==> src/sv/tmp_pkg.sv <==
// tmp_pkg: shared types and constants for the trapezoid motion profile block
// request and result structs, field widths, register indexes and reset values
// no dependencies
package tmp_pkg;

    localparam int POS_W    = 31;
    localparam int VEL_W    = 32;
    localparam int RAMP_W   = 24;
    localparam int DIVW     = 55;
    localparam int SQ_W     = 48;
    localparam int SQ_STEPS = 24;
    localparam int LIM_W    = 56;
    localparam int ACC_W    = 58;

    localparam logic [POS_W-1:0]  POS_MAX  = '1;
    localparam logic [VEL_W-1:0]  VEL_MAX  = '1;
    localparam logic [VEL_W-1:0]  VEL_RST  = 32'd65536;
    localparam logic [RAMP_W-1:0] RAMP_RST = 24'd1000;
    localparam logic [VEL_W-1:0]  ACCEL_RST = 32'(65536 / 1000);

    localparam logic CFG_MAX_VEL = 1'b0;
    localparam logic CFG_RAMP    = 1'b1;

    localparam logic ACT_SETPOINT = 1'b0;
    localparam logic ACT_TIME     = 1'b1;

    typedef struct packed {
        logic              action;
        logic [31:0]       time_now;
        logic [POS_W-1:0]  target;
    } req_t;

    typedef struct packed {
        logic [POS_W-1:0]  position;
        logic [VEL_W-1:0]  velocity;
        logic              done_res;
    } res_t;

endpackage

==> src/sv/trapezoid_motion_profile.sv <==
// trapezoid_motion_profile: trapezoidal velocity profile generator, Q16.16 fixed point
// one sequencer around a bit-serial multiplier, a restoring divider and a square root
// depends on tmp_pkg
//
// time update: two serial multiplies while ramping, one while cruising, none once done;
// each multiply steps over MB = max(TIME_WIDTH, 24) multiplier bits
// setpoint: a 55-bit divide; a triangle then adds a multiply, a divide and a 24-bit root
// register write: busy (load plus accel rate divide) before the next request
// one request at a time; rst_n resets all state, accel rate resets to 65
module trapezoid_motion_profile
    import tmp_pkg::*;
#(
    parameter int TIME_WIDTH = 32
)
(
    input  logic        clk,
    input  logic        rst_n,
    input  logic        req_valid,
    output logic        req_ready,
    input  req_t        req,
    output logic        res_valid,
    input  logic        res_ready,
    output res_t        res,
    input  logic        cfg_we,
    input  logic        cfg_index,
    input  logic [31:0] cfg_data
);

    localparam int TW      = TIME_WIDTH;
    localparam int MB      = (TW > RAMP_W) ? TW : RAMP_W;
    localparam int W       = ((TW > 32) ? TW : 32) + 1;
    localparam int CNT_MAX = (MB > DIVW) ? MB : DIVW;
    localparam int CW      = $clog2(CNT_MAX);
    localparam logic [W-1:0] TMAX_W = {{(W-TW){1'b0}}, {TW{1'b1}}};

    localparam logic [4:0] ST_IDLE    = 5'd0;
    localparam logic [4:0] ST_ACC_LD  = 5'd1;
    localparam logic [4:0] ST_ACC_DIV = 5'd2;
    localparam logic [4:0] ST_SP_DIV1 = 5'd3;
    localparam logic [4:0] ST_SP_CMP  = 5'd4;
    localparam logic [4:0] ST_SP_MUL  = 5'd5;
    localparam logic [4:0] ST_SP_LD2  = 5'd6;
    localparam logic [4:0] ST_SP_DIV2 = 5'd7;
    localparam logic [4:0] ST_SP_LDS  = 5'd8;
    localparam logic [4:0] ST_SP_SQRT = 5'd9;
    localparam logic [4:0] ST_DUR1    = 5'd10;
    localparam logic [4:0] ST_DUR2    = 5'd11;
    localparam logic [4:0] ST_DUR3    = 5'd12;
    localparam logic [4:0] ST_TU_EL   = 5'd13;
    localparam logic [4:0] ST_TU_SEL  = 5'd14;
    localparam logic [4:0] ST_TU_VMUL = 5'd15;
    localparam logic [4:0] ST_TU_VSET = 5'd16;
    localparam logic [4:0] ST_TU_LDS  = 5'd17;
    localparam logic [4:0] ST_TU_SMUL = 5'd18;
    localparam logic [4:0] ST_TU_ADD  = 5'd19;
    localparam logic [4:0] ST_OUT     = 5'd20;

    function automatic logic [TW-1:0] sat_t(input logic [W-1:0] x);
        return (x > TMAX_W) ? TMAX_W[TW-1:0] : x[TW-1:0];
    endfunction

    logic [4:0]        state_reg, state_next;
    logic [CW-1:0]     cnt_reg;

    logic [VEL_W-1:0]  max_vel_reg;
    logic [RAMP_W-1:0] ramp_ticks_reg;
    logic [VEL_W-1:0]  accel_reg;
    logic [TW-1:0]     start_reg, last_reg, now_reg;
    logic [TW-1:0]     ae_reg, de_reg, fin_reg, el_reg, dt_reg;
    logic [POS_W-1:0]  pos_reg, goal_reg, tgt_reg, cruise_reg;
    logic [VEL_W-1:0]  vel_reg;
    logic              done_reg;
    logic [RAMP_W-1:0] ramp_reg;

    logic [DIVW-1:0]   dq_reg, dq_next;
    logic [31:0]       rem_reg, rem_next;
    logic [31:0]       div_d_reg;
    logic [32:0]       div_trial;
    logic              div_ge;

    logic [MB-1:0]     mb_reg;
    logic [VEL_W-1:0]  mul_a_reg;
    logic [LIM_W-1:0]  lim_reg, mul_res;
    logic [ACC_W-1:0]  acc_reg, acc_next;
    logic              sat_reg, sat_next;

    logic [SQ_W-1:0]   sx_reg;
    logic [26:0]       srem_reg, srem_next, sq_rt, sq_trial;
    logic [23:0]       root_reg, root_next;
    logic              sq_ge;

    logic              res_valid_reg;
    res_t              res_reg;

    logic [RAMP_W-1:0] eff_ramp;
    logic [VEL_W-1:0]  eff_vel;
    logic [TW-1:0]     el_now, lel_now, into, left;
    logic [POS_W:0]    pos_sum;
    logic              req_acc, out_go, last_step;

    assign eff_ramp  = (ramp_ticks_reg == '0) ? RAMP_W'(1) : ramp_ticks_reg;
    assign eff_vel   = (max_vel_reg == '0) ? VEL_W'(1) : max_vel_reg;
    assign req_ready = (state_reg == ST_IDLE) && !cfg_we;
    assign req_acc   = req_valid && req_ready;
    assign out_go    = (state_reg == ST_OUT) && (!res_valid_reg || res_ready);
    assign last_step = (cnt_reg == '0);
    assign res_valid = res_valid_reg;
    assign res       = res_reg;

    // divider step
    assign div_trial = {rem_reg, dq_reg[DIVW-1]};
    assign div_ge    = div_trial >= {1'b0, div_d_reg};
    assign rem_next  = div_ge ? 32'(div_trial - {1'b0, div_d_reg}) : div_trial[31:0];
    assign dq_next   = {dq_reg[DIVW-2:0], div_ge};

    // multiplier step, msb first, sticky saturation
    assign acc_next = {acc_reg[ACC_W-2:0], 1'b0}
                    + (mb_reg[MB-1] ? ACC_W'(mul_a_reg) : ACC_W'(0));
    assign sat_next = sat_reg || (acc_next > ACC_W'(lim_reg));
    assign mul_res  = sat_reg ? lim_reg : acc_reg[LIM_W-1:0];

    // square root step, two bits per cycle
    assign sq_rt     = {srem_reg[24:0], sx_reg[SQ_W-1:SQ_W-2]};
    assign sq_trial  = {1'b0, root_reg, 2'b01};
    assign sq_ge     = sq_rt >= sq_trial;
    assign srem_next = sq_ge ? (sq_rt - sq_trial) : sq_rt;
    assign root_next = {root_reg[22:0], sq_ge};

    assign el_now  = now_reg - start_reg;
    assign lel_now = last_reg - start_reg;
    assign into    = el_reg - de_reg;
    assign left    = (ae_reg > into) ? (ae_reg - into) : '0;
    assign pos_sum = {1'b0, pos_reg} + {1'b0, mul_res[POS_W-1:0]};

    always_comb
    begin
        state_next = state_reg;
        priority if (cfg_we)
        begin
            state_next = ST_ACC_LD;
        end
        else
        begin
            unique case (state_reg)
                ST_IDLE:
                begin
                    if (req_valid)
                    begin
                        state_next = (req.action == ACT_SETPOINT) ? ST_SP_DIV1 : ST_TU_EL;
                    end
                end
                ST_ACC_LD:  state_next = ST_ACC_DIV;
                ST_ACC_DIV: state_next = last_step ? ST_IDLE : ST_ACC_DIV;
                ST_SP_DIV1: state_next = last_step ? ST_SP_CMP : ST_SP_DIV1;
                ST_SP_CMP:
                begin
                    state_next = (dq_reg[POS_W-1:0] < POS_W'(eff_ramp)) ? ST_SP_MUL : ST_DUR1;
                end
                ST_SP_MUL:  state_next = last_step ? ST_SP_LD2 : ST_SP_MUL;
                ST_SP_LD2:  state_next = ST_SP_DIV2;
                ST_SP_DIV2: state_next = last_step ? ST_SP_LDS : ST_SP_DIV2;
                ST_SP_LDS:  state_next = ST_SP_SQRT;
                ST_SP_SQRT: state_next = last_step ? ST_DUR1 : ST_SP_SQRT;
                ST_DUR1:    state_next = ST_DUR2;
                ST_DUR2:    state_next = ST_DUR3;
                ST_DUR3:    state_next = ST_OUT;
                ST_TU_EL:   state_next = ST_TU_SEL;
                ST_TU_SEL:
                begin
                    priority if (el_reg < ae_reg)  state_next = ST_TU_VMUL;
                    else if (el_reg < de_reg)      state_next = ST_TU_LDS;
                    else if (el_reg < fin_reg)     state_next = ST_TU_VMUL;
                    else                           state_next = ST_OUT;
                end
                ST_TU_VMUL: state_next = last_step ? ST_TU_VSET : ST_TU_VMUL;
                ST_TU_VSET: state_next = ST_TU_LDS;
                ST_TU_LDS:  state_next = ST_TU_SMUL;
                ST_TU_SMUL: state_next = last_step ? ST_TU_ADD : ST_TU_SMUL;
                ST_TU_ADD:  state_next = ST_OUT;
                ST_OUT:     state_next = out_go ? ST_IDLE : ST_OUT;
                default:    state_next = ST_IDLE;
            endcase
        end
    end

    always_ff @(posedge clk or negedge rst_n)
    begin
        if (!rst_n)
        begin
            state_reg      <= ST_IDLE;
            cnt_reg        <= '0;
            max_vel_reg    <= VEL_RST;
            ramp_ticks_reg <= RAMP_RST;
            accel_reg      <= ACCEL_RST;
            start_reg      <= '0;
            last_reg       <= '0;
            now_reg        <= '0;
            ae_reg         <= '0;
            de_reg         <= '0;
            fin_reg        <= '0;
            el_reg         <= '0;
            dt_reg         <= '0;
            pos_reg        <= '0;
            goal_reg       <= '0;
            tgt_reg        <= '0;
            cruise_reg     <= '0;
            vel_reg        <= '0;
            done_reg       <= 1'b0;
            ramp_reg       <= '0;
            dq_reg         <= '0;
            rem_reg        <= '0;
            div_d_reg      <= '0;
            mb_reg         <= '0;
            mul_a_reg      <= '0;
            lim_reg        <= '0;
            acc_reg        <= '0;
            sat_reg        <= 1'b0;
            sx_reg         <= '0;
            srem_reg       <= '0;
            root_reg       <= '0;
            res_valid_reg  <= 1'b0;
            res_reg        <= '0;
        end
        else
        begin
            state_reg <= state_next;
            if (out_go)
            begin
                res_valid_reg    <= 1'b1;
                res_reg.position <= pos_reg;
                res_reg.velocity <= vel_reg;
                res_reg.done_res <= done_reg;
            end
            else if (res_ready)
            begin
                res_valid_reg <= 1'b0;
            end

            if (cfg_we)
            begin
                unique case (cfg_index)
                    CFG_MAX_VEL: max_vel_reg    <= cfg_data;
                    CFG_RAMP:    ramp_ticks_reg <= cfg_data[RAMP_W-1:0];
                    default:     max_vel_reg    <= cfg_data;
                endcase
                goal_reg <= '0;
                vel_reg  <= '0;
            end
            else
            begin
                unique case (state_reg)
                    ST_IDLE:
                    begin
                        if (req_valid)
                        begin
                            now_reg  <= TW'(req.time_now);
                            done_reg <= 1'b0;
                            if (req.action == ACT_SETPOINT)
                            begin
                                goal_reg  <= req.target;
                                tgt_reg   <= req.target;
                                pos_reg   <= '0;
                                vel_reg   <= '0;
                                start_reg <= TW'(req.time_now);
                                last_reg  <= TW'(req.time_now);
                                dq_reg    <= DIVW'(req.target);
                                div_d_reg <= eff_vel;
                                rem_reg   <= '0;
                                cnt_reg   <= CW'(DIVW - 1);
                            end
                        end
                    end
                    ST_ACC_LD:
                    begin
                        dq_reg    <= DIVW'(max_vel_reg);
                        div_d_reg <= 32'(eff_ramp);
                        rem_reg   <= '0;
                        cnt_reg   <= CW'(DIVW - 1);
                    end
                    ST_ACC_DIV, ST_SP_DIV1, ST_SP_DIV2:
                    begin
                        dq_reg  <= dq_next;
                        rem_reg <= rem_next;
                        cnt_reg <= cnt_reg - CW'(1);
                        if (state_reg == ST_ACC_DIV && last_step)
                        begin
                            accel_reg <= dq_next[VEL_W-1:0];
                        end
                    end
                    ST_SP_CMP:
                    begin
                        if (dq_reg[POS_W-1:0] < POS_W'(eff_ramp))
                        begin
                            mul_a_reg <= VEL_W'(tgt_reg);
                            mb_reg    <= MB'(eff_ramp);
                            lim_reg   <= '1;
                            acc_reg   <= '0;
                            sat_reg   <= 1'b0;
                            cnt_reg   <= CW'(MB - 1);
                        end
                        else
                        begin
                            ramp_reg   <= eff_ramp;
                            cruise_reg <= dq_reg[POS_W-1:0] - POS_W'(eff_ramp);
                        end
                    end
                    ST_SP_MUL, ST_TU_VMUL, ST_TU_SMUL:
                    begin
                        acc_reg <= acc_next;
                        sat_reg <= sat_next;
                        mb_reg  <= {mb_reg[MB-2:0], 1'b0};
                        cnt_reg <= cnt_reg - CW'(1);
                    end
                    ST_SP_LD2:
                    begin
                        dq_reg    <= mul_res[DIVW-1:0];
                        div_d_reg <= eff_vel;
                        rem_reg   <= '0;
                        cnt_reg   <= CW'(DIVW - 1);
                    end
                    ST_SP_LDS:
                    begin
                        sx_reg   <= dq_reg[SQ_W-1:0];
                        srem_reg <= '0;
                        root_reg <= '0;
                        cnt_reg  <= CW'(SQ_STEPS - 1);
                    end
                    ST_SP_SQRT:
                    begin
                        sx_reg   <= {sx_reg[SQ_W-3:0], 2'b00};
                        srem_reg <= srem_next;
                        root_reg <= root_next;
                        cnt_reg  <= cnt_reg - CW'(1);
                        if (last_step)
                        begin
                            ramp_reg   <= root_next;
                            cruise_reg <= '0;
                        end
                    end
                    ST_DUR1:
                    begin
                        ae_reg <= sat_t(W'(ramp_reg));
                        de_reg <= sat_t(W'(cruise_reg));
                    end
                    ST_DUR2: de_reg  <= sat_t(W'(ae_reg) + W'(de_reg));
                    ST_DUR3: fin_reg <= sat_t(W'(de_reg) + W'(ae_reg));
                    ST_TU_EL:
                    begin
                        el_reg   <= el_now;
                        dt_reg   <= (el_now >= lel_now) ? (el_now - lel_now) : '0;
                        last_reg <= now_reg;
                    end
                    ST_TU_SEL:
                    begin
                        mul_a_reg <= accel_reg;
                        lim_reg   <= LIM_W'(VEL_MAX);
                        acc_reg   <= '0;
                        sat_reg   <= 1'b0;
                        cnt_reg   <= CW'(MB - 1);
                        priority if (el_reg < ae_reg)
                        begin
                            mb_reg <= MB'(el_reg);
                        end
                        else if (el_reg < de_reg)
                        begin
                            vel_reg <= max_vel_reg;
                        end
                        else if (el_reg < fin_reg)
                        begin
                            mb_reg <= MB'(left);
                        end
                        else
                        begin
                            vel_reg  <= '0;
                            pos_reg  <= goal_reg;
                            done_reg <= 1'b1;
                        end
                    end
                    ST_TU_VSET: vel_reg <= mul_res[VEL_W-1:0];
                    ST_TU_LDS:
                    begin
                        mul_a_reg <= vel_reg;
                        mb_reg    <= MB'(dt_reg);
                        lim_reg   <= LIM_W'(POS_MAX);
                        acc_reg   <= '0;
                        sat_reg   <= 1'b0;
                        cnt_reg   <= CW'(MB - 1);
                    end
                    ST_TU_ADD:
                    begin
                        pos_reg <= pos_sum[POS_W] ? POS_MAX : pos_sum[POS_W-1:0];
                    end
                    default:
                    begin
                        cnt_reg <= cnt_reg;
                    end
                endcase
            end
        end
    end

    a_hold_result: assert property (@(posedge clk) disable iff (!rst_n)
        (state_reg == ST_OUT && res_valid_reg && !res_ready) |=> (state_reg == ST_OUT))
        else $error("finished result lost while output stalled");

    a_req_leaves_idle: assert property (@(posedge clk) disable iff (!rst_n)
        (req_valid && req_ready) |=> (state_reg != ST_IDLE))
        else $error("accepted request did not start work");

    a_cfg_clears: assert property (@(posedge clk) disable iff (!rst_n)
        cfg_we |=> (state_reg == ST_ACC_LD && vel_reg == '0 && goal_reg == '0))
        else $error("register write did not restart accel rate");

    a_quot_fits: assert property (@(posedge clk) disable iff (!rst_n)
        (state_reg == ST_SP_CMP) |-> (dq_reg[DIVW-1:POS_W] == '0))
        else $error("target quotient out of range");

    a_busy_not_ready: assert property (@(posedge clk) disable iff (!rst_n)
        (state_reg != ST_IDLE) |-> !req_ready)
        else $error("request taken while busy");

endmodule

==> config.mk <==
export PLATFORM = sky130hd
export DESIGN_NAME = trapezoid_motion_profile
export DESIGN_NICKNAME = d
export VERILOG_FILES = /design/src/sv/tmp_pkg.sv /design/src/sv/trapezoid_motion_profile.sv
export SDC_FILE = /design/constraint.sdc
export NUM_CORES = 2
export LEC_CHECK = 0
export BUFFER_PORTS_ARGS = -buffer_cell sky130_fd_sc_hd__buf_2
export CORE_MARGIN = 3
export CORE_UTILIZATION = 45
export DETAILED_ROUTE_END_ITERATION = 10
export GPL_ROUTABILITY_DRIVEN = 0
export GPL_TIMING_DRIVEN = 1
export HOLD_SLACK_MARGIN = 0.03
export PLACE_DENSITY_LB_ADDON = 0.2
export SYNTH_ARGS = -nofsm -noshare
export SYNTH_HDL_FRONTEND = slang
export SYNTH_SLANG_ARGS = --single-unit
==> constraint.sdc <==
create_clock -name clk -period 5.8 [get_ports clk]
set_clock_uncertainty 0.1 [all_clocks]
set_input_delay 0 -clock clk [delete_from_list [all_inputs] [get_ports clk]]
set_output_delay 0 -clock clk [all_outputs]
set_load 0.02 [all_outputs]
Word level (Yosys, flattened, before mapping):

Cells that the tools add are included.

* add/subtract/negate cells: 12
* bitwise logic cells: 3
* equality and inequality tests: 35
* mux-type cells: 87
* $lt $le $gt $ge: 10
* reduce and logical (&&, ||, !) cells: 57

Operators by type and width (number)
* $mux W32: 21
* $pmux W32 S3: 4
* $mux W31: 12
* $pmux W55 S4: 1
* $pmux W57 S3: 1
* $pmux W56 S3: 1
* $mux W55: 3
* $sub A32 B32 Y32: 5
* $pmux W32 S2: 2
* $pmux W32 S4: 1
* $pmux W5 S20: 1
* $pmux W24 S2: 2
* $pmux W48 S2: 1
* $pmux W31 S3: 1
* $mux W24: 3
* $lt A32 B32 Y1: 2
* $pmux W31 S2: 1
* $add A58 B32 Y58: 1
* $gt A58 B56 Y1: 1
* $mux W57: 1
* $mux W56: 1
* $pmux W25 S2: 1
* $eq A5 B4 Y1 const B: 8
* $pmux W6 S6: 1
* 51 further kinds: 128

* register bits: 987
* input port bits: 102
* output and inout bits: 66

Logic depth before layout (Yosys ltp):

* word-level depth: 7
* depth in mapped cells: 27
* gate-level depth less buffers: 26

Least setup slack after synthesis:

No wires, ideal clock.

* path type: register to register
* start: register mb_reg[31]
* end: register sat_reg
* clock period less this slack: 5258 ps
* required time: 5561 ps
* cell stages (with the launch flop): 25
* path buffers: 1
* setup time: 139 ps
* data arrival time: 5019 ps
* path slack: 542 ps
* cells stage by stage: dfrtp_1 > clkbuf_1 > and2_1 > ha_1 > nand2_1 > nor2_1 > and3_1 > nand3_1 > a31oi_1 > a21boi_1 > o41ai_1 > nand2_1 > nor4_1 > xnor2_1 > ha_1 > a21o_1 > a21o_1 > a21oi_1 > nor2b_1 > o21ai_0 > nand2b_1 > a2111oi_0 > o21ai_0 > a31oi_1 > o32ai_1

* longest elaborated chain between the ends: 5

Ends and longest elaborated chain
* from (decl): line trapezoid_motion_profile.sv:81 `logic [MB-1:0] mb_reg;`
* from (signal assigned): line trapezoid_motion_profile.sv:295 `mb_reg <= MB'(eff_ramp);`
* from (signal assigned): line trapezoid_motion_profile.sv:311 `mb_reg <= {mb_reg[MB-2:0], 1'b0};`
* from (signal assigned): line trapezoid_motion_profile.sv:362 `mb_reg <= MB'(el_reg);`
* $mux W32: line trapezoid_motion_profile.sv:118 `+ (mb_reg[MB-1] ? ACC_W'(mul_a_reg) : ACC_W'(0));`
* $add A58 B32 Y58: line trapezoid_motion_profile.sv:118
* $gt A58 B56 Y1: line trapezoid_motion_profile.sv:119 `assign sat_next = sat_reg || (acc_next > ACC_W'(lim_reg));`
* $logic_or A1 B1 Y1: line trapezoid_motion_profile.sv:119
* $pmux W1 S3: line trapezoid_motion_profile.sv:251 `unique case (state_reg)`
* to (signal assigned): line trapezoid_motion_profile.sv:310 `sat_reg <= sat_next;`
* to (decl): line trapezoid_motion_profile.sv:85 `logic sat_reg, sat_next;`

Every way passes these cells.
A chain may end at the register's enable or synchronous reset.

Worst setup path after layout:

* start: register el_reg[0]
* end: register mb_reg[1]

* longest elaborated chain between the ends: 7
* elaborated cells between the ends (all ways): 14
* classes of those cells: add/sub: 2; order compare: 4; eq/ne: 2; mux: 5; reduce/logical: 1

Ends and longest elaborated chain
* from (decl): line trapezoid_motion_profile.sv:69 `logic [TW-1:0] ae_reg, de_reg, fin_reg, el_reg, dt_reg;`
* from (signal assigned): line trapezoid_motion_profile.sv:349 `el_reg <= el_now;`
* $sub A32 B32 Y32: line trapezoid_motion_profile.sv:131 `assign into = el_reg - de_reg;`
* $sub A24 B32 Y32 or $gt A24 B32 Y1 (tied branches): line trapezoid_motion_profile.sv:132 `assign left = (ae_reg > into) ? (ae_reg - into) : '0;`
* $mux W32: line trapezoid_motion_profile.sv:132
* $mux W32: line trapezoid_motion_profile.sv:368 `else if (el_reg < fin_reg)`
* $mux W32: line trapezoid_motion_profile.sv:364 `else if (el_reg < de_reg)`
* $mux W32: line trapezoid_motion_profile.sv:360 `priority if (el_reg < ae_reg)`
* $pmux W32 S4: line trapezoid_motion_profile.sv:251
* to (signal assigned): line trapezoid_motion_profile.sv:362
* to (signal assigned): line trapezoid_motion_profile.sv:370 `mb_reg <= MB'(left);`
* to (signal assigned): line trapezoid_motion_profile.sv:383 `mb_reg <= MB'(dt_reg);`

Parallel ways exist; a longest one is shown, timed or not. The select of a mux whose other input is x is not followed.

==> results.yml <==
place:
  numPortBuffers: 167
  pre_cts_ws_ps: 19.6
  dp_hpwl_mm: 140
global_route:
  gr-total-overflow: 0
  grt_pass1_wl_mm: 299
  grt_pass1_vias: 49300
  grtUsageTotal_pct: 28.2
  antenna_found_initial: 9
  grt_max_degree: 157
synth:
  synthTopCellsByArea: "dfrtp_1 (40%), ha_1 (9.2%), nand2_1 (5.9%)"
  synth_edf_count: 0
  syn_area_um2: 58500
  syn_inst: 6488
  synth-seq-cells: 934
  synth_cell_types: 87
  synth.avg_cell_area_um2: 9.01
  async_flop_share_pct: 100
  yosysTopAreaCellShare_pct: 39.6
  yosysTopAreaCell: "dfrtp_1"
  ys_seq_area_share_pct: 40.0
  synth_warnings: 0
  ys.flop_type: "dfrtp_1"
  synth_nets: 7029
die:
  rows: 131
  coreArea_um2: 128000
  fp.dieArea_um2: 134000
  num_io_pins: 168
  chipWidth_um: 367
  die_h_um: 367
  start_util_pct: 45.6
detailed_routing:
  wl_per_cell_um: 22.5
  routed_wl_mm: 195
  dr.pass1.iters: 9
  viasPerCell: 5.95
  drt_iter0_drc: 5599
  drc: 0
  postRouteAntennaNets: 0
  vias: 51600
setup_path:
  arrival_ps: 6120
  critPathKind: "register to register"
  crit_required_ps: 6350
  crit_path_end_kind: "register"
  cp_max_fo: 24
  start_kind: "register"
worst_hold_path:
  min_path_type: "input port to register"
sta:
  setup_tns_ps: 0
  clock.fmax_ghz: 0.179
  setup_viol: 0
  hold_viol: 0
  final.period_utilization_pct: 96.2
  slew_violations: 0
  whs_ps: 60.5
  finalCriticalPeriod_ps: 5580
  setup_ws_ps: 222
  relSlewSlack_pct: 20.9
  worst_pin_slew_ps: 1180
power:
  powerDensity_nw_per_um2: 648
  combPwrFrac_pct: 60.6
  power.static_leakage_nw: 31.7
  p_seq_share_pct: 23.2
  clkPwrFrac_pct: 16.2
  total_power_mw: 44.1
  netSwitchingPower_mw: 20.8
  ir_worst_vdd_mv: 0.735
  switching_share_pct: 47.2
  p_int_mw: 23.3
clock_network:
  cts_buffers: 105
  worstSkewPairLatency_ps: 750
  cts.path.max_buffers: 3
  clock-root-buffer: "clkbuf_16"
  htree_levels: 3
  cts_tree: "built"
  clock_sinks: 934
  cts.clk_slew.worst_paths_ps: 60
finish:
  final_layout_size_suffix_gt1_share_pct: 12.1
  insertedDiodeCount: 0
  nets: 7383
  syn_to_final_growth_pct: 16.4
  largest_register_ffs: 64
flow_run:
  drv_cap: 0
run_status:
  status: "finished clean"
[per-stage QoR]
stage	instances	util, %	cell area, um2
global placement	8194	48.0	61600
finish	8661	53.0	68100
global route	8661	53.0	68100
CTS	8657	52.9	67900
detailed placement	8194	48.0	61600
floorplan	6488	-	58500
[power groups by stage]
| stage | Clock [mW] | Sequential (mW) | Combinational, mW |
|---|---|---|---|
| after CTS | 7.25 | 10.1 | 26.2 |
| after detailed placement | 0 | 10.2 | 25.8 |
| after global routing | 7.53 | 10.4 | 29.5 |
| after floorplan | 0 | 9.32 | 19.4 |
| final | 7.16 | 10.2 | 26.8 |
| after global placement | 0 | 10.2 | 25.5 |
[critical path: stages, from the launching register on]
cell	delay [ps]
dfrtp_1	410
inv_1	70
ha_1	160
inv_1	60
fa_1	450
a211oi_2	270
o211ai_2	160
a41oi_4	300
o21ba_4	210
o21a_1	150
o21ai_0	190
a21o_1	240
a21oi_1	160
xor2_1	90
ha_1	330
nand2_1	110
nor4_2	340
a31oi_1	210
or4_4	530
nor4_4	260
buf_4	180
buf_12	190
nor2b_1	160
o22a_1	140
[cells in the mapped netlist, types with 62 or more instances]
cell type  instances
xnor2_1          193
a31oi_1          177
mux2i_1           90
xor2_1           106
o21ai_0          541
a21o_1           195
mux2_2           224
ha_1             429
a22oi_1          101
inv_1            347
a22o_1            74
nor2_1           445
nand2_1          912
dfrtp_1          925
clkbuf_1         279
a21oi_1          390
nand2b_1          64
o31ai_1           62
nand3_1           82
[area by class of cell]
type | count | area, um2
clock inverters | 51 | 713
clock buffers | 146 | 2950
multi-input cells | 4894 | 33000
repair buffers | 560 | 4590
inverters | 347 | 1300
fillers | 11600 | 60300
flip-flops and latches | 934 | 23400
well taps | 1729 | 2160
[path summary, 6_finish.rpt]
kind / cells after the start / to / slack (ps) / start
min reg2reg: 2 / div_d_reg[6]$_DFFE_PN0P_ / 380 / div_d_reg[6]$_DFFE_PN0P_
min: 3 / ramp_ticks_reg[6]$_DFFE_PN1P_ / 60 / cfg_data[6]
max in group asynchronous: 5 / ae_reg[23]$_DFFE_PN0P_ / 4090 / rst_n
min in group asynchronous: 3 / accel_reg[0]$_DFFE_PN1P_ / 420 / rst_n
max reg2reg: 23 / mb_reg[1]$_DFFE_PN0P_ / 220 / el_reg[0]$_DFFE_PN0P_
max: 23 / mb_reg[1]$_DFFE_PN0P_ / 220 / el_reg[0]$_DFFE_PN0P_
[cells in the final DEF (no fill, tap or decap), types with 28 or more instances in the layout]
| master | n |
|---|---|
| a21o_1 | 195 |
| a21oi_1 | 381 |
| a21oi_2 | 28 |
| a222oi_1 | 57 |
| a22o_1 | 74 |
| a22oi_1 | 101 |
| a31oi_1 | 174 |
| and2_1 | 44 |
| and3_1 | 40 |
| buf_2 | 166 |
| buf_4 | 118 |
| clkbuf_16 | 106 |
| dfrtp_1 | 924 |
| dlygate4sd3_1 | 265 |
| ha_1 | 427 |
| inv_1 | 347 |
| mux2_2 | 224 |
| mux2i_1 | 90 |
| nand2_1 | 909 |
| nand2b_1 | 64 |
| nand3_1 | 77 |
| nand4_1 | 59 |
| nor2_1 | 434 |
| nor2b_1 | 46 |
| nor3_1 | 53 |
| nor4_1 | 29 |
| o21a_1 | 46 |
| o21ai_0 | 537 |
| o21bai_1 | 39 |
| o22ai_1 | 33 |
| o2bb2ai_1 | 32 |
| o31ai_1 | 61 |
| xnor2_1 | 191 |
| xor2_1 | 106 |
[kinds of logic (layout without fill, tap and decap cells)]
group           after synthesis  in the layout  synth area share (%)
compound gates             1971           1971                  21.8
simple gates               1870           1870                  14.1
flops                       934            934                  40.0
buf+inv                     660           1104                  4.29
fa+ha+maj                   439            439                  9.52
mux                         315            315                  5.87
xor+xnor                    299            299                  4.48
[per-layer routing]
| layer | share of wire [%] | GRT usage, % | wire (um) |
|---|---|---|---|
| met1 | 45 | 40.9 | 87700 |
| met2 | 43 | 41.9 | 83100 |
| met3 | 8.9 | 5.56 | 17300 |
| met4 | 3.5 | 9.75 | 6850 |
| met5 | 0.012 | 0 | 23 |
[repair_timing]
item                                   in CTS  in global routing
hold buffers                              266                  0
gates resized for setup                     2                 33
pin swaps                                   0                  6
endpoints found under the hold margin     959                  0
buffers inserted                            0                  4
setup endpoints to repair                   8                 61
(Power assumes the default switching activity.)
